[config.mk]
export PLATFORM = sky130hd
export DESIGN_NAME = moving_average_warmup_3axis_top
export DESIGN_NICKNAME = d
export VERILOG_FILES = /design/src/design/mavg_pkg.sv /design/src/design/mavg_ram.sv /design/src/design/mavg_div.sv /design/src/design/moving_average_warmup_3axis_top.sv
export SDC_FILE = /design/constraint.sdc
export NUM_CORES = 1
export LEC_CHECK = 0
export BUFFER_PORTS_ARGS = -buffer_cell sky130_fd_sc_hd__buf_2
export CAP_MARGIN = 0
export CORE_MARGIN = 2
export CORE_UTILIZATION = 60
export CTS_CLUSTER_SIZE = 14
export DETAILED_ROUTE_END_ITERATION = 10
export GPL_ROUTABILITY_DRIVEN = 0
export HOLD_SLACK_MARGIN = 0.15
export PLACE_DENSITY = 0.77
export SLEW_MARGIN = 20
export SYNTH_ARGS = -nofsm -noshare
export SYNTH_HDL_FRONTEND = slang
export SYNTH_SLANG_ARGS = --single-unit
[constraint.sdc]
create_clock -name i_clk -period 6.9 [get_ports i_clk]
set_clock_uncertainty 0.05 [all_clocks]
set_input_delay 0 -clock i_clk [delete_from_list [all_inputs] [get_ports i_clk]]
set_output_delay 0 -clock i_clk [all_outputs]
set_load 0.05 [all_outputs]
[src/design/mavg_pkg.sv]
// shared constants for the three-axis moving average filter
package mavg_pkg;

    localparam int SAMPLE_W   = 16;
    localparam int AXES       = 3;
    localparam int DATA_W     = AXES * SAMPLE_W;
    localparam int WINDOW_DEF = 10;

endpackage

[src/design/mavg_ram.sv]
// generic single-port-write, single-port-read ram with registered read data
module mavg_ram #(
    parameter int WIDTH  = 8,
    parameter int DEPTH  = 16,
    parameter int ADDR_W = (DEPTH > 1) ? $clog2(DEPTH) : 1
) (
    input  logic              i_clk,
    input  logic              i_wr_en,
    input  logic [ADDR_W-1:0] i_wr_addr,
    input  logic [WIDTH-1:0]  i_wr_data,
    input  logic              i_rd_en,
    input  logic [ADDR_W-1:0] i_rd_addr,
    output logic [WIDTH-1:0]  o_rd_data
);

    logic [WIDTH-1:0] r_mem [DEPTH];
    logic [WIDTH-1:0] r_rd_data;

    always_ff @(posedge i_clk) begin
        if (i_wr_en) begin
            r_mem[i_wr_addr] <= i_wr_data;
        end
        if (i_rd_en) begin
            r_rd_data <= r_mem[i_rd_addr];
        end
    end

    assign o_rd_data = r_rd_data;

endmodule

[src/design/mavg_div.sv]
// bit-serial restoring divider, signed dividend by small unsigned divisor, truncating
module mavg_div
    import mavg_pkg::*;
#(
    parameter int SUM_W = 20,
    parameter int DIV_W = 4
) (
    input  logic                       i_clk,
    input  logic                       i_rst_n,
    input  logic                       i_start,
    input  logic signed [SUM_W-1:0]    i_dividend,
    input  logic [DIV_W-1:0]           i_divisor,
    output logic                       o_done,
    output logic signed [SAMPLE_W-1:0] o_quot
);

    localparam int CNT_W = $clog2(SUM_W + 1);

    logic             r_busy;
    logic             r_done;
    logic [CNT_W-1:0] r_cnt;
    logic             r_neg;
    logic [SUM_W-1:0] r_quo;
    logic [DIV_W-1:0] r_rem;
    logic [DIV_W-1:0] r_dvs;

    logic [DIV_W:0]   n_rem_sh;
    logic             n_fits;
    logic [DIV_W:0]   n_rem_sub;
    logic [SUM_W-1:0] n_mag;
    logic [SUM_W-1:0] n_quo_neg;

    always_comb begin
        n_rem_sh  = {r_rem, r_quo[SUM_W-1]};
        n_fits    = (n_rem_sh >= {1'b0, r_dvs});
        n_rem_sub = n_rem_sh - {1'b0, r_dvs};
        n_mag     = i_dividend[SUM_W-1] ? (SUM_W'(0) - SUM_W'(i_dividend))
                                        : SUM_W'(i_dividend);
        n_quo_neg = SUM_W'(0) - r_quo;
    end

    always_ff @(posedge i_clk) begin
        if (!i_rst_n) begin
            r_busy <= 1'b0;
            r_done <= 1'b0;
            r_cnt  <= '0;
        end else begin
            r_done <= 1'b0;
            if (i_start) begin
                r_busy <= 1'b1;
                r_cnt  <= CNT_W'(SUM_W);
            end else if (r_busy) begin
                r_cnt <= r_cnt - CNT_W'(1);
                if (r_cnt == CNT_W'(1)) begin
                    r_busy <= 1'b0;
                    r_done <= 1'b1;
                end
            end
        end
    end

    always_ff @(posedge i_clk) begin
        if (i_start) begin
            r_neg <= i_dividend[SUM_W-1];
            r_quo <= n_mag;
            r_rem <= '0;
            r_dvs <= i_divisor;
        end else if (r_busy) begin
            r_rem <= n_fits ? n_rem_sub[DIV_W-1:0] : n_rem_sh[DIV_W-1:0];
            r_quo <= {r_quo[SUM_W-2:0], n_fits};
        end
    end

    assign o_done = r_done;
    assign o_quot = r_neg ? n_quo_neg[SAMPLE_W-1:0] : r_quo[SAMPLE_W-1:0];

endmodule

[src/design/moving_average_warmup_3axis_top.sv]
// Three-axis boxcar moving average over the last WINDOW samples, with warm-up
// averaging over the samples seen so far until the ring has filled. Samples are
// signed 16-bit raw counts and averages truncate toward zero. The sample ring sits
// in a block ram; running sums sit in registers. One transaction is taken at a
// time. Each result passes through the read, start, divide and output states into
// the output register. Three bit-serial dividers, one per axis, run in parallel, each
// producing one quotient bit per cycle. The next input is accepted once the result
// is in the output register.
module moving_average_warmup_3axis_top
    import mavg_pkg::*;
#(
    parameter int WINDOW = WINDOW_DEF
) (
    input  logic              i_clk,
    input  logic              i_rst_n,
    input  logic              i_s_axis_tvalid,
    output logic              o_s_axis_tready,
    input  logic [DATA_W-1:0] i_s_axis_tdata,  // accel_x, accel_y, accel_z
    output logic              o_m_axis_tvalid,
    input  logic              i_m_axis_tready,
    output logic [DATA_W-1:0] o_m_axis_tdata   // avg_x, avg_y, avg_z
);

    localparam int SLOT_W = (WINDOW > 1) ? $clog2(WINDOW) : 1;
    localparam int SUM_W  = SAMPLE_W + $clog2(WINDOW);
    localparam int DIV_W  = $clog2(WINDOW + 1);

    typedef enum logic [2:0] {
        S_IDLE,
        S_READ,
        S_START,
        S_DIV,
        S_OUT
    } t_state;

    t_state                   r_state;
    logic [DATA_W-1:0]        r_in;
    logic [SLOT_W-1:0]        r_slot;
    logic                     r_full;
    logic signed [SUM_W-1:0]  r_sum [AXES];
    logic [DIV_W-1:0]         r_div;
    logic                     r_m_valid;
    logic [DATA_W-1:0]        r_m_data;

    logic                     n_s_accept;
    logic [DATA_W-1:0]        n_rd_data;
    logic signed [SUM_W-1:0]  n_sum [AXES];
    logic [SLOT_W-1:0]        n_slot;
    logic                     n_wrap;
    logic [AXES-1:0]          n_div_done;
    logic [DATA_W-1:0]        n_quot;

    assign o_s_axis_tready = (r_state == S_IDLE);
    assign n_s_accept      = i_s_axis_tvalid && o_s_axis_tready;

    mavg_ram #(
        .WIDTH  (DATA_W),
        .DEPTH  (WINDOW),
        .ADDR_W (SLOT_W)
    ) u_ring (
        .i_clk     (i_clk),
        .i_wr_en   (r_state == S_READ),
        .i_wr_addr (r_slot),
        .i_wr_data (r_in),
        .i_rd_en   (n_s_accept),
        .i_rd_addr (r_slot),
        .o_rd_data (n_rd_data)
    );

    always_comb begin
        n_wrap = (r_slot == SLOT_W'(WINDOW - 1));
        n_slot = n_wrap ? '0 : r_slot + SLOT_W'(1);
        for (int a = 0; a < AXES; a++) begin
            n_sum[a] = r_sum[a]
                     - (r_full ? SUM_W'($signed(n_rd_data[a*SAMPLE_W +: SAMPLE_W])) : '0)
                     + SUM_W'($signed(r_in[a*SAMPLE_W +: SAMPLE_W]));
        end
    end

    for (genvar a = 0; a < AXES; a++) begin : g_axis
        mavg_div #(
            .SUM_W (SUM_W),
            .DIV_W (DIV_W)
        ) u_div (
            .i_clk      (i_clk),
            .i_rst_n    (i_rst_n),
            .i_start    (r_state == S_START),
            .i_dividend (r_sum[a]),
            .i_divisor  (r_div),
            .o_done     (n_div_done[a]),
            .o_quot     (n_quot[a*SAMPLE_W +: SAMPLE_W])
        );
    end

    always_ff @(posedge i_clk) begin
        if (!i_rst_n) begin
            r_state   <= S_IDLE;
            r_slot    <= '0;
            r_full    <= 1'b0;
            r_m_valid <= 1'b0;
            for (int a = 0; a < AXES; a++) begin
                r_sum[a] <= '0;
            end
        end else begin
            if (r_m_valid && i_m_axis_tready && (r_state != S_OUT)) begin
                r_m_valid <= 1'b0;
            end
            case (r_state)
                S_IDLE: begin
                    if (n_s_accept) begin
                        r_in    <= i_s_axis_tdata;
                        r_state <= S_READ;
                    end
                end
                S_READ: begin
                    for (int a = 0; a < AXES; a++) begin
                        r_sum[a] <= n_sum[a];
                    end
                    r_slot <= n_slot;
                    if (n_wrap) begin
                        r_full <= 1'b1;
                    end
                    r_div   <= (r_full || n_wrap) ? DIV_W'(WINDOW)
                                                  : DIV_W'(r_slot) + DIV_W'(1);
                    r_state <= S_START;
                end
                S_START: begin
                    r_state <= S_DIV;
                end
                S_DIV: begin
                    if (&n_div_done) begin
                        r_state <= S_OUT;
                    end
                end
                S_OUT: begin
                    if (!r_m_valid || i_m_axis_tready) begin
                        r_m_valid <= 1'b1;
                        r_m_data  <= n_quot;
                        r_state   <= S_IDLE;
                    end
                end
                default: begin
                    r_state <= S_IDLE;
                end
            endcase
        end
    end

    assign o_m_axis_tvalid = r_m_valid;
    assign o_m_axis_tdata  = r_m_data;

endmodule

==> flow_summary.html, run 1 <==
<table>
<tr><th>Metric</th><th>Value</th></tr>
<tr><th colspan="2">Placement</th></tr>
<tr><td>Placement-stage worst setup slack</td><td>3.297 ns</td></tr>
<tr><td>Placed wire-length estimate after detailed placement</td><td>46220 µm</td></tr>
<tr><td>Number of port buffers</td><td>101</td></tr>
<tr><th colspan="2">Synthesis</th></tr>
<tr><td>Share of the yosys chip area belonging to registers</td><td>63.74%</td></tr>
<tr><td>Ys async rst share</td><td>0%</td></tr>
<tr><td>Post-synthesis register bit count</td><td>797</td></tr>
<tr><td>Post-Synthesis Cell Area</td><td>36890 µm²</td></tr>
<tr><td>Average footprint of a synthesized cell</td><td>14.21 µm²</td></tr>
<tr><td>Cell count after synthesis</td><td>2596</td></tr>
<tr><td>Number of warnings reported in the yosys synthesis log</td><td>0</td></tr>
<tr><td>Netlist cell types</td><td>68</td></tr>
<tr><td>Number of nets in the synthesized netlist</td><td>2799</td></tr>
<tr><td>Main flop type after synthesis</td><td>sky130_fd_sc_hd__edfxtp_1</td></tr>
<tr><td>Count of flip-flops with a built-in enable after synthesis</td><td>755</td></tr>
<tr><th colspan="2">Routing</th></tr>
<tr><td>Detailed Route Iter0 Violations</td><td>2194</td></tr>
<tr><td>Initial DRT Pass Iterations</td><td>6</td></tr>
<tr><td>DRC Markers</td><td>0</td></tr>
<tr><td>Total wire length after detailed routing</td><td>77330 µm</td></tr>
<tr><td>Antenna-violating nets left</td><td>0</td></tr>
<tr><td>Vias</td><td>21736</td></tr>
<tr><td>Vias per std cell</td><td>5.965</td></tr>
<tr><td>DR WL/cell</td><td>21.22 µm</td></tr>
<tr><th colspan="2">Outcome</th></tr>
<tr><td>Status</td><td>complete, no violations</td></tr>
<tr><th colspan="2">Cells and area</th></tr>
<tr><td>Count of fill cells added during filler insertion</td><td>3945</td></tr>
<tr><td>Area Growth Syn to Fin</td><td>13.54%</td></tr>
<tr><td>Number of diodes added for antenna fixing</td><td>0</td></tr>
<tr><td>Share of layout cells above drive strength 1</td><td>13.10%</td></tr>
<tr><td>Layout Nets</td><td>2998</td></tr>
<tr><th colspan="2">Timing</th></tr>
<tr><td>Final critical delay including setup and external delays</td><td>3.630 ns</td></tr>
<tr><td>Total negative slack</td><td>0 ns</td></tr>
<tr><td>Timing-limited maximum frequency</td><td>0.2755 GHz</td></tr>
<tr><td>Total setup violations reported at the end of the flow</td><td>0</td></tr>
<tr><td>Relative slew margins</td><td>26.86%</td></tr>
<tr><td>Unrepaired setup endpoints after global routing</td><td>false</td></tr>
<tr><td>Tcrit/Tclk final</td><td>52.61%</td></tr>
<tr><td>Final Hold Slack</td><td>0.2896 ns</td></tr>
<tr><td>Final Hold Fails</td><td>0</td></tr>
<tr><td>Slew at the pin with the worst max-slew slack</td><td>1.097 ns</td></tr>
<tr><td>Max-slew violation total from the final report</td><td>0</td></tr>
<tr><td>Post-route worst setup slack</td><td>3.270 ns</td></tr>
<tr><th colspan="2">GRT</th></tr>
<tr><td>Number of antenna violations at the first check in global routing</td><td>0</td></tr>
<tr><td>Via count of the first global-routing pass</td><td>21364</td></tr>
<tr><td>First-pass GRT wire length</td><td>119600 µm</td></tr>
<tr><td>Overall routing resource usage</td><td>24.55%</td></tr>
<tr><td>Largest net degree at the start of global routing</td><td>124</td></tr>
<tr><td>Global route total overflow</td><td>0</td></tr>
<tr><th colspan="2">Floorplanning</th></tr>
<tr><td>Die area</td><td>63480 µm²</td></tr>
<tr><td>Cell Rows</td><td>90</td></tr>
<tr><td>Number of placed I/O pins</td><td>102</td></tr>
<tr><td>Width of the die</td><td>251.9 µm</td></tr>
<tr><td>Die height</td><td>251.9 µm</td></tr>
<tr><td>Initial standard-cell utilization of the core</td><td>60.89%</td></tr>
<tr><td>Area inside the core boundary</td><td>60580 µm²</td></tr>
<tr><th colspan="2">Critical path</th></tr>
<tr><td>Category of the worst setup path capture point</td><td>flip-flop</td></tr>
<tr><td>Critical Path RT</td><td>7.24 ns</td></tr>
<tr><td>Largest driver fanout on the critical path</td><td>53</td></tr>
<tr><td>Destination of the worst register-to-register timing path</td><td>r_sum[0][34]</td></tr>
<tr><td>Critical path data arrival time</td><td>3.97 ns</td></tr>
<tr><td>Worst setup path category</td><td>reg2reg</td></tr>
<tr><td>Sort of element at the start of the critical path</td><td>flip-flop</td></tr>
<tr><td>Worst flop-to-flop path startpoint</td><td>r_full</td></tr>
<tr><td>Path depth of the worst reg2reg path</td><td>13</td></tr>
<tr><td>Worst reg2reg setup slack</td><td>3.27 ns</td></tr>
<tr><th colspan="2">Run</th></tr>
<tr><td>Number of max-cap violations</td><td>0</td></tr>
<tr><th colspan="2">Clock network</th></tr>
<tr><td>Max Root-Sink Buffers</td><td>3</td></tr>
<tr><td>Insertion delay to the later sink of the worst-skew pair</td><td>0.64 ns</td></tr>
<tr><td>Setup Fix Bufs, Post-CTS</td><td>0</td></tr>
<tr><td>Reg clk slew, reported paths</td><td>0.06 ns</td></tr>
<tr><td>TritonCTS buffer count</td><td>82</td></tr>
<tr><td>Clock tree from TritonCTS</td><td>built</td></tr>
<tr><td>H-Tree Depth</td><td>3</td></tr>
<tr><td>Number of clock sinks</td><td>797</td></tr>
<tr><td>Root buffer cell</td><td>sky130_fd_sc_hd__clkbuf_16</td></tr>
<tr><th colspan="2">Power</th></tr>
<tr><td>Leakage power</td><td>14.87 nW</td></tr>
<tr><td>Power density of the placed cells</td><td>291.4 nW/µm²</td></tr>
<tr><td>Max rail drop VDD</td><td>194.1 µV</td></tr>
<tr><th colspan="2">Hold path</th></tr>
<tr><td>Hold-critical path endpoint</td><td>r_full</td></tr>
<tr><td>Type of the worst min-delay path</td><td>in2reg</td></tr>
<tr><td>Hold Crit Start</td><td>i_rst_n</td></tr>
<tr><td>Cell depth of the worst hold path</td><td>3</td></tr>
</table>
-- through the flow --
step | cells | power, mW | cell area (µm²) | utilization, %
4_1_cts | 3644 | 12.25 | 41880 | 69.12
3_5_place_dp | 3393 | 7.812 | 38160 | 62.99
3_3_place_gp | 3393 | 7.721 | 38160 | 62.99
6_report | 3644 | 12.20 | 41880 | 69.13
5_1_grt | 3644 | 12.70 | 41880 | 69.13
2_1_floorplan | 2596 | 7.335 | 36890 | -
-- logic make-up (layout without fill, tap and decap cells) --
kind of cell | Yosys count | after routing | share of synthesized area, %
buffers and inverters | 360 | 626 | 3.701
adders and majority gates | 151 | 151 | 6.343
AOI/OAI and AO/OA | 442 | 442 | 7.625
and+or+nand+nor | 532 | 532 | 7.337
muxes | 157 | 157 | 7.523
xor gates and xnor gates | 157 | 157 | 3.728
DFF | 797 | 797 | 63.74
-- sequential cells by signal, summed over array words and instances, names as in the netlist --
| signal | flops |
|---|---|
| u_ring.r_mem | 480 |
| g_axis.u_div.r_quo | 60 |
| r_sum | 60 |
| o_m_axis_tdata | 48 |
| r_in | 48 |
| u_ring.o_rd_data | 48 |
| g_axis.u_div.r_cnt | 15 |
| g_axis.u_div.r_rem | 12 |
| g_axis.u_div.r_dvs | 4 |
| r_div | 4 |
| r_slot | 4 |
| g_axis.u_div.o_done | 3 |
| g_axis.u_div.r_busy | 3 |
| g_axis.u_div.r_neg | 3 |
| r_state | 3 |
| o_m_axis_tvalid | 1 |
| r_full | 1 |
-- synth_stat cells, drive strengths merged, types with 23 or more instances --
library cell	instances	share of area [%]
nand2	167	1.7
fa	60	3.3
dfxtp	42	2.3
a21oi	118	1.6
xor2	25	0.59
nor3	23	0.31
clkbuf	80	0.81
or3	23	0.42
mux2i	59	1.6
nor2b	57	0.97
ha	91	3.1
o21ai	123	1.7
edfxtp	755	61
inv	260	2.6
o31ai	29	0.59
xnor2	132	3.1
mux4	96	5.9
and2	67	1.1
nor2	96	0.98
a211oi	60	1.2
-- cell usage in the layout (no fill, tap or decap), drive strengths merged, types with 25 or more instances in the layout --
cell         Yosys  routed
nand2          167     167
inv            260     264
a211oi          60      60
dlygate4sd3      0     100
xor2            25      25
buf             20     115
and2            67      67
edfxtp         755     755
xnor2          132     132
mux4            96      96
a21oi          118     118
mux2i           59      59
nor2            96      96
o31ai           29      29
clkinv           0      32
fa              60      60
clkbuf          80     101
nor2b           57      57
dfxtp           42      42
ha              91      91
o21ai          123     123
-- worst max-delay path, cell delays in order, from the launching register on --
cell and delay [ns]:
sky130_fd_sc_hd__dfxtp_1 0.30, sky130_fd_sc_hd__buf_4 0.42, sky130_fd_sc_hd__and2_1 0.21, sky130_fd_sc_hd__ha_1 0.22, sky130_fd_sc_hd__inv_1 0.06, sky130_fd_sc_hd__ha_1 0.19
sky130_fd_sc_hd__inv_1 0.08, sky130_fd_sc_hd__fa_1 0.45, sky130_fd_sc_hd__nand2b_1 0.18, sky130_fd_sc_hd__a21oi_1 0.36, sky130_fd_sc_hd__o21ai_0 0.23, sky130_fd_sc_hd__a211oi_1 0.31
sky130_fd_sc_hd__mux2i_1 0.24, sky130_fd_sc_hd__nand2_1 0.07
-- layer usage --
layer | routed length (µm) | GRT usage [%] | vias to the layer above
met5 | 0 | 0 | -
met4 | 2094 | 7.946 | 0
met1 | 33030 | 36.11 | 10665
met3 | 6424 | 3.848 | 136
li1 | - | - | 9960
met2 | 35770 | 38.15 | 975
-- cell type report --
| cell class | count | area (µm²) | share of cell area (%) |
|---|---|---|---|
| clock buffers | 101 | 2176 | 5.195 |
| clock inverters | 50 | 538.0 | 1.285 |
| inverters | 260 | 975.9 | 2.330 |
| multi-input cells | 1439 | 12060 | 28.79 |
| flip-flops and latches | 797 | 23530 | 56.18 |
| well taps | 782 | 978.4 | 2.336 |
| repair buffers | 215 | 1628 | 3.887 |
-- worst max path at each step --
stage                     slack (ns)      start  cells past startpoint            endpoint
after CTS                       3.29     r_full                     11        r_sum[0][32]
after detailed placement        3.30     r_full                     13        r_sum[0][34]
final                           3.27     r_full                     13        r_sum[0][34]
after floorplan                 1.65  r_slot[1]                      7  u_ring.r_mem[9][0]
after global routing            3.11     r_full                     13        r_sum[0][34]
after global placement          3.42     r_full                     13        r_sum[0][34]
-- timing repair --
action / 4_1_cts / 5_1_grt
hold buffers: 100 / 0
resized for setup: 0 / 0
endpoints found under the hold margin: 139 / 0
-- where the power goes --
group          internal, mW  switching (mW)  total, mW  leakage [nW]
registers              5.60           0.227       5.83          7.31
clock network          2.57            1.85       4.42          1.32
logic                 0.860            1.10       1.96          6.24
total                  9.03            3.17       12.2          14.9
Power figures use the tool's default switching activity.
==> run 2: changes to the inputs <==
- clock period: 6.9 -> 3.6 ns (I/O delays scaled with it)
==> run 2 against run 1 <==
Via count up 1.1%. Register-to-register slack worse by 3.1 ns. Clock-buffer cell count unchanged. Maximum frequency up 5.5%. First-iteration DRC count down 7.2%. Setup slack worse by 3.1 ns. Critical endpoint is now r_sum[0][32]. Largest cell class unchanged. Largest power group unchanged.
==> flow_summary.html, run 2 (synthesis results as in run 1) <==
<table>
<tr><th>Metric</th><th>Value</th></tr>
<tr><th colspan="2">Outcome</th></tr>
<tr><td>Status</td><td>complete, no violations</td></tr>
<tr><th colspan="2">Timing</th></tr>
<tr><td>Relative slew margins</td><td>38.33%</td></tr>
<tr><td>Max-slew violation total from the final report</td><td>0</td></tr>
<tr><td>Total negative slack</td><td>0 ns</td></tr>
<tr><td>Total setup violations reported at the end of the flow</td><td>0</td></tr>
<tr><td>Timing-limited maximum frequency</td><td>0.2905 GHz</td></tr>
<tr><td>Post-route worst setup slack</td><td>0.1580 ns</td></tr>
<tr><td>Slew at the pin with the worst max-slew slack</td><td>0.9250 ns</td></tr>
<tr><td>Final Hold Fails</td><td>0</td></tr>
<tr><td>Final critical delay including setup and external delays</td><td>3.442 ns</td></tr>
<tr><td>Unrepaired setup endpoints after global routing</td><td>false</td></tr>
<tr><td>Tcrit/Tclk final</td><td>95.61%</td></tr>
<tr><th colspan="2">Critical path</th></tr>
<tr><td>Most common cell type on the critical path</td><td>sky130_fd_sc_hd__inv_1</td></tr>
<tr><td>Slowest stage cell on the critical path</td><td>sky130_fd_sc_hd__a2111oi_0</td></tr>
<tr><td>Cells along the critical path</td><td>inv_1, fa_1, inv_1, ha_1, a21o_1, a211o_1, o2111a_1, a2111oi_0, xor2_1, nor2_1</td></tr>
<tr><td>Worst setup path category</td><td>reg2reg</td></tr>
<tr><td>Dominant delay contributor by cell family on the critical path</td><td>compound AO/OA/AOI/OAI gates</td></tr>
<tr><td>CP peak stage delay</td><td>0.56 ns</td></tr>
<tr><td>Critical Path RT</td><td>3.92 ns</td></tr>
<tr><td>Sort of element at the start of the critical path</td><td>flip-flop</td></tr>
<tr><td>Largest driver fanout on the critical path</td><td>11</td></tr>
<tr><td>Category of the worst setup path capture point</td><td>flip-flop</td></tr>
<tr><td>Buffer and inverter count on the worst path</td><td>2</td></tr>
<tr><td>Critical path data arrival time</td><td>3.76 ns</td></tr>
<tr><th colspan="2">Clock network</th></tr>
<tr><td>TritonCTS buffer count</td><td>81</td></tr>
<tr><td>Clock tree from TritonCTS</td><td>built</td></tr>
<tr><td>Max Root-Sink Buffers</td><td>3</td></tr>
<tr><td>H-Tree Depth</td><td>3</td></tr>
<tr><td>Reg clk slew, reported paths</td><td>0.06 ns</td></tr>
<tr><td>Setup Fix Bufs, Post-CTS</td><td>0</td></tr>
<tr><td>Root buffer cell</td><td>sky130_fd_sc_hd__clkbuf_16</td></tr>
<tr><td>Number of clock sinks</td><td>797</td></tr>
<tr><td>Insertion delay to the later sink of the worst-skew pair</td><td>0.64 ns</td></tr>
<tr><th colspan="2">GRT</th></tr>
<tr><td>Via count of the first global-routing pass</td><td>22084</td></tr>
<tr><td>First-pass GRT wire length</td><td>123700 µm</td></tr>
<tr><td>Largest net degree at the start of global routing</td><td>84</td></tr>
<tr><td>Global route total overflow</td><td>0</td></tr>
<tr><td>Overall routing resource usage</td><td>25.39%</td></tr>
<tr><td>Number of antenna violations at the first check in global routing</td><td>2</td></tr>
<tr><th colspan="2">Cells and area</th></tr>
<tr><td>Non-filler cells, final</td><td>3680</td></tr>
<tr><td>Number of flip-flops under the largest register name</td><td>480</td></tr>
<tr><td>Registers with the most flip-flops</td><td>u_ring.r_mem (480), g_axis.u_div.r_quo (60), r_sum (60)</td></tr>
<tr><td>Most frequent standard cell in the layout excluding fill and tap cells</td><td>sky130_fd_sc_hd__edfxtp_1</td></tr>
<tr><td>Layout Nets</td><td>3035</td></tr>
<tr><td>Register with the most flip-flops</td><td>u_ring.r_mem</td></tr>
<tr><td>Share of layout cells above drive strength 1</td><td>14.25%</td></tr>
<tr><td>Area Growth Syn to Fin</td><td>14.96%</td></tr>
<tr><td>Number of diodes added for antenna fixing</td><td>0</td></tr>
<tr><td>Leading cell types in the layout, fill and taps excluded</td><td>755 x sky130_fd_sc_hd__edfxtp_1, 260 x sky130_fd_sc_hd__inv_1, 166 x sky130_fd_sc_hd__nand2_1</td></tr>
<tr><th colspan="2">Power</th></tr>
<tr><td>Leakage power</td><td>15.14 nW</td></tr>
<tr><td>Clock network power share</td><td>36.8%</td></tr>
<tr><td>Power density of the placed cells</td><td>560.1 nW/µm²</td></tr>
<tr><td>Max rail drop VDD</td><td>385.5 µV</td></tr>
<tr><td>Switching power share of the total</td><td>25.79%</td></tr>
<tr><td>Sequential share of power</td><td>47.1%</td></tr>
<tr><td>Combinational share of power</td><td>16.1%</td></tr>
<tr><td>Net Sw Power</td><td>6.125 mW</td></tr>
<tr><td>Power Internal</td><td>17.63 mW</td></tr>
<tr><th colspan="2">Floorplanning</th></tr>
<tr><td>Area inside the core boundary</td><td>60580 µm²</td></tr>
<tr><td>Width of the die</td><td>251.9 µm</td></tr>
<tr><td>Number of placed I/O pins</td><td>102</td></tr>
<tr><td>Die height</td><td>251.9 µm</td></tr>
<tr><td>Die area</td><td>63480 µm²</td></tr>
<tr><td>Initial standard-cell utilization of the core</td><td>60.89%</td></tr>
<tr><td>Cell Rows</td><td>90</td></tr>
<tr><th colspan="2">Routing</th></tr>
<tr><td>Detailed Route Iter0 Violations</td><td>2037</td></tr>
<tr><td>Vias</td><td>21984</td></tr>
<tr><td>Antenna-violating nets left</td><td>0</td></tr>
<tr><td>DR WL/cell</td><td>21.47 µm</td></tr>
<tr><td>Initial DRT Pass Iterations</td><td>5</td></tr>
<tr><td>Total wire length after detailed routing</td><td>78990 µm</td></tr>
<tr><td>Vias per std cell</td><td>5.974</td></tr>
<tr><td>DRC Markers</td><td>0</td></tr>
<tr><th colspan="2">Hold path</th></tr>
<tr><td>Type of the worst min-delay path</td><td>in2reg</td></tr>
<tr><th colspan="2">Placement</th></tr>
<tr><td>Placed wire-length estimate after detailed placement</td><td>48680 µm</td></tr>
<tr><td>Number of port buffers</td><td>101</td></tr>
<tr><td>Placed cell count</td><td>3432</td></tr>
<tr><td>Placement-stage worst setup slack</td><td>0.1745 ns</td></tr>
<tr><th colspan="2">Run</th></tr>
<tr><td>Number of max-cap violations</td><td>0</td></tr>
</table>
==> run 2: timing repair <==
action	in CTS	in global routing
resized for setup	0	3
endpoints found under the hold margin	139	0
endpoints found under the setup margin	0	3
hold buffers	99	0
==> run 2: power by group through the flow <==
stage          Clock [mW]  Combinational (mW)  Sequential [mW]
4_1_cts              8.85                3.80             11.2
6_report             8.74                3.83             11.2
2_1_floorplan           0                2.90             11.2
5_1_grt              9.21                4.26             11.2
3_5_place_dp            0                3.68             11.4
3_3_place_gp            0                3.54             11.3
==> run 2: layout make-up <==
type / instances / area, µm²
Fill cell: 3875 / 18180
Clock inverter: 48 / 630.6
Timing Repair Buffer: 253 / 2044
Inverter: 260 / 975.9
Clock buffer: 101 / 2170
Multi-Input combinational cell: 1439 / 12080
Sequential cell: 797 / 23530
Tap cell: 782 / 978.4
==> run 2: stage by stage <==
stage               hold WS, ns  instance area (µm²)  total power, mW  util, %
floorplan               0.04887                36910            14.06        -
global placement         0.1258                38590            14.85    63.71
detailed placement       0.1281                38590            15.04    63.71
CTS                      0.1889                42390            23.82    69.96
global route             0.2050                42400            24.71    69.99
finish                   0.2213                42400            23.75    69.99
==> run 2: final timing paths <==
path | from | to | cells after the start | slack, ns
worst min-delay path | i_s_axis_tdata[15] | r_in[15] | 2 | 0.22
worst max register to register | r_in[21] | r_sum[0][32] | 10 | 0.16
worst max-delay path | r_in[21] | r_sum[0][32] | 10 | 0.16
worst min register to register | r_div[2] | g_axis[1].u_div.r_dvs[2] | 0 | 0.40
==> run 2: per-layer routing <==
metal  up-vias  track usage [%]  share of wire [%]
li1      10040                -                  -
met1     10819            35.96                 42
met2       975            40.76                 48
met3       148            4.364                8.1
met4         2            7.929                2.2
met5         -                0              0.016
==> run 3: changes to the inputs <==
- CORE_MARGIN: 2 -> not set
==> run 3 against run 2 <==
Combinational power barely moved. Via count rose by 0.26%. Global-route usage rose by 0.37 points. Clock-buffer cell count fell by 3. Register-to-register slack barely moved. Setup slack improved by 0.0055 ns. Cell area fell by 0.25%. First-iteration DRC count fell by 0.69%. Total power fell by 1.9%. Critical path depth did not move. Clock power fell by 4.8%. Final cell count rose by 0.14%. Highest routed layer is now met4.
==> flow_summary.html, run 3 (synthesis results as in run 1) <==
<table>
<tr><th>Metric</th><th>Value</th></tr>
<tr><th colspan="2">Placement</th></tr>
<tr><td>Placed wire-length estimate after detailed placement</td><td>48750 µm</td></tr>
<tr><td>Number of port buffers</td><td>101</td></tr>
<tr><td>Placed cell count</td><td>3427</td></tr>
<tr><td>Placement-stage worst setup slack</td><td>0.2057 ns</td></tr>
<tr><th colspan="2">Critical path</th></tr>
<tr><td>Critical path data arrival time</td><td>3.75 ns</td></tr>
<tr><td>Worst setup path category</td><td>reg2reg</td></tr>
<tr><td>Largest driver fanout on the critical path</td><td>11</td></tr>
<tr><td>Path depth of the worst reg2reg path</td><td>10</td></tr>
<tr><td>Critical Path RT</td><td>3.91 ns</td></tr>
<tr><td>Category of the worst setup path capture point</td><td>flip-flop</td></tr>
<tr><td>Sort of element at the start of the critical path</td><td>flip-flop</td></tr>
<tr><th colspan="2">Clock network</th></tr>
<tr><td>Number of clock sinks</td><td>797</td></tr>
<tr><td>H-Tree Depth</td><td>3</td></tr>
<tr><td>Clock tree from TritonCTS</td><td>built</td></tr>
<tr><td>Insertion delay to the later sink of the worst-skew pair</td><td>0.65 ns</td></tr>
<tr><td>TritonCTS buffer count</td><td>82</td></tr>
<tr><td>Root buffer cell</td><td>sky130_fd_sc_hd__clkbuf_16</td></tr>
<tr><td>Reg clk slew, reported paths</td><td>0.06 ns</td></tr>
<tr><td>Max Root-Sink Buffers</td><td>3</td></tr>
<tr><th colspan="2">Timing</th></tr>
<tr><td>Slew at the pin with the worst max-slew slack</td><td>0.9593 ns</td></tr>
<tr><td>Total setup violations reported at the end of the flow</td><td>0</td></tr>
<tr><td>Total negative slack</td><td>0 ns</td></tr>
<tr><td>Relative slew margins</td><td>36.05%</td></tr>
<tr><td>Tcrit/Tclk final</td><td>95.46%</td></tr>
<tr><td>Timing-limited maximum frequency</td><td>0.2910 GHz</td></tr>
<tr><td>Max-slew violation total from the final report</td><td>0</td></tr>
<tr><td>Post-route worst setup slack</td><td>0.1635 ns</td></tr>
<tr><td>Final critical delay including setup and external delays</td><td>3.437 ns</td></tr>
<tr><td>Final Hold Fails</td><td>0</td></tr>
<tr><th colspan="2">Cells and area</th></tr>
<tr><td>Number of diodes added for antenna fixing</td><td>0</td></tr>
<tr><td>Register with the most flip-flops</td><td>u_ring.r_mem</td></tr>
<tr><td>Most frequent standard cell in the layout excluding fill and tap cells</td><td>sky130_fd_sc_hd__edfxtp_1</td></tr>
<tr><td>Core utilization of the finished layout</td><td>69.82%</td></tr>
<tr><td>Registers with the most flip-flops</td><td>u_ring.r_mem (480), g_axis.u_div.r_quo (60), r_sum (60)</td></tr>
<tr><td>Leading cell types in the layout, fill and taps excluded</td><td>755 x sky130_fd_sc_hd__edfxtp_1, 260 x sky130_fd_sc_hd__inv_1, 166 x sky130_fd_sc_hd__nand2_1</td></tr>
<tr><td>Non-filler cells, final</td><td>3685</td></tr>
<tr><td>Number of flip-flops under the largest register name</td><td>480</td></tr>
<tr><td>Share of layout cells above drive strength 1</td><td>14.30%</td></tr>
<tr><td>Layout Nets</td><td>3037</td></tr>
<tr><td>Area Growth Syn to Fin</td><td>14.67%</td></tr>
<tr><th colspan="2">Outcome</th></tr>
<tr><td>Status</td><td>complete, no violations</td></tr>
<tr><th colspan="2">GRT</th></tr>
<tr><td>Largest net degree at the start of global routing</td><td>83</td></tr>
<tr><td>Overall routing resource usage</td><td>25.76%</td></tr>
<tr><td>Via count of the first global-routing pass</td><td>22335</td></tr>
<tr><td>Number of antenna violations at the first check in global routing</td><td>0</td></tr>
<tr><td>First-pass GRT wire length</td><td>123800 µm</td></tr>
<tr><td>Global route total overflow</td><td>0</td></tr>
<tr><th colspan="2">Routing</th></tr>
<tr><td>Detailed Route Iter0 Violations</td><td>2023</td></tr>
<tr><td>Total wire length after detailed routing</td><td>78880 µm</td></tr>
<tr><td>DR WL/cell</td><td>21.40 µm</td></tr>
<tr><td>Vias</td><td>22041</td></tr>
<tr><td>DRC Markers</td><td>0</td></tr>
<tr><td>Antenna-violating nets left</td><td>0</td></tr>
<tr><td>Vias per std cell</td><td>5.981</td></tr>
<tr><td>Initial DRT Pass Iterations</td><td>6</td></tr>
<tr><th colspan="2">Run</th></tr>
<tr><td>Number of max-cap violations</td><td>0</td></tr>
<tr><th colspan="2">Hold path</th></tr>
<tr><td>Type of the worst min-delay path</td><td>in2reg</td></tr>
<tr><td>Cell depth of the worst hold path</td><td>3</td></tr>
<tr><th colspan="2">Floorplanning</th></tr>
<tr><td>Initial standard-cell utilization of the core</td><td>60.89%</td></tr>
<tr><td>Area inside the core boundary</td><td>60580 µm²</td></tr>
<tr><td>Width of the die</td><td>249.9 µm</td></tr>
<tr><td>Cell Rows</td><td>90</td></tr>
<tr><td>Number of placed I/O pins</td><td>102</td></tr>
<tr><td>Die height</td><td>249.9 µm</td></tr>
<tr><td>Die area</td><td>62470 µm²</td></tr>
<tr><th colspan="2">Power</th></tr>
<tr><td>Max rail drop VDD</td><td>361.8 µV</td></tr>
<tr><td>Leakage power</td><td>15.08 nW</td></tr>
<tr><td>Power density of the placed cells</td><td>551.0 nW/µm²</td></tr>
</table>
==> run 3: cell types whose count changed in the layout (fill, tap and decap cells not counted), sizes merged <==
cell         previous run  this run
clkinv                 30        42
bufinv                 12         6
clkinvlp                2         4
clkbuf                101        98
inv                   264       263
dlygate4sd3            99       100
==> run 3: area by class of cell <==
class	instances	area (µm²)
clock inverter	55	541.8
clock buffer	98	2136
fill	3911	18280
inverter	260	975.9
multi-input combinational	1439	12070
sequential	797	23530
timing repair buffer	254	2067
tap	782	978.4
==> run 3: repair_timing <==
item | CTS | global route
endpoints found under the hold margin | 98 | 0
gates resized for setup | 0 | 3
setup buffers | 0 | 5
hold buffers | 100 | 0
endpoints found under the setup margin | 0 | 6
==> run 3: through the flow <==
| step | instance area (µm²) | hold slack (ns) | total power, mW |
|---|---|---|---|
| detailed placement | 38570 | 0.1281 | 15.02 |
| CTS | 42250 | 0.2695 | 23.39 |
| finish | 42300 | 0.3000 | 23.31 |
| global placement | 38570 | 0.1259 | 14.84 |
| floorplan | 36910 | 0.04887 | 14.06 |
| global route | 42300 | 0.2990 | 24.29 |
==> run 3: worst max-delay path, cell delays in order, from the launching register on <==
cell and delay (ns):
sky130_fd_sc_hd__edfxtp_1 0.57, sky130_fd_sc_hd__inv_1 0.13, sky130_fd_sc_hd__fa_1 0.54, sky130_fd_sc_hd__inv_1 0.04, sky130_fd_sc_hd__ha_1 0.34, sky130_fd_sc_hd__a21o_1 0.21
sky130_fd_sc_hd__a211o_1 0.30, sky130_fd_sc_hd__o2111a_1 0.23, sky130_fd_sc_hd__a2111oi_0 0.51, sky130_fd_sc_hd__xor2_1 0.19, sky130_fd_sc_hd__nor2_1 0.05
==> run 3: worst paths after layout <==
path,end,slack [ns],from
hold reg to reg,g_axis[1].u_div.r_dvs[0],0.37,r_div[0]
hold / removal,r_full,0.30,i_rst_n
setup reg to reg,r_sum[0][32],0.16,r_in[21]
setup / recovery,r_sum[0][32],0.16,r_in[21]
==> run 3: per-layer routing <==
metal / track usage, % / share of wire (%) / vias to the layer above
met4: 8.887 / 2.4 / 0
met5: 0 / 0 / -
met2: 41.04 / 48 / 997
met1: 36.28 / 42 / 10848
li1: - / - / 10051
met3: 4.401 / 8.1 / 145
==> run 3: power breakdown <==
| part | internal (mW) | total, mW | switching, mW |
|---|---|---|---|
| clock | 4.73 | 8.32 | 3.59 |
| sequential | 10.7 | 11.2 | 0.440 |
| combinational | 1.70 | 3.82 | 2.12 |
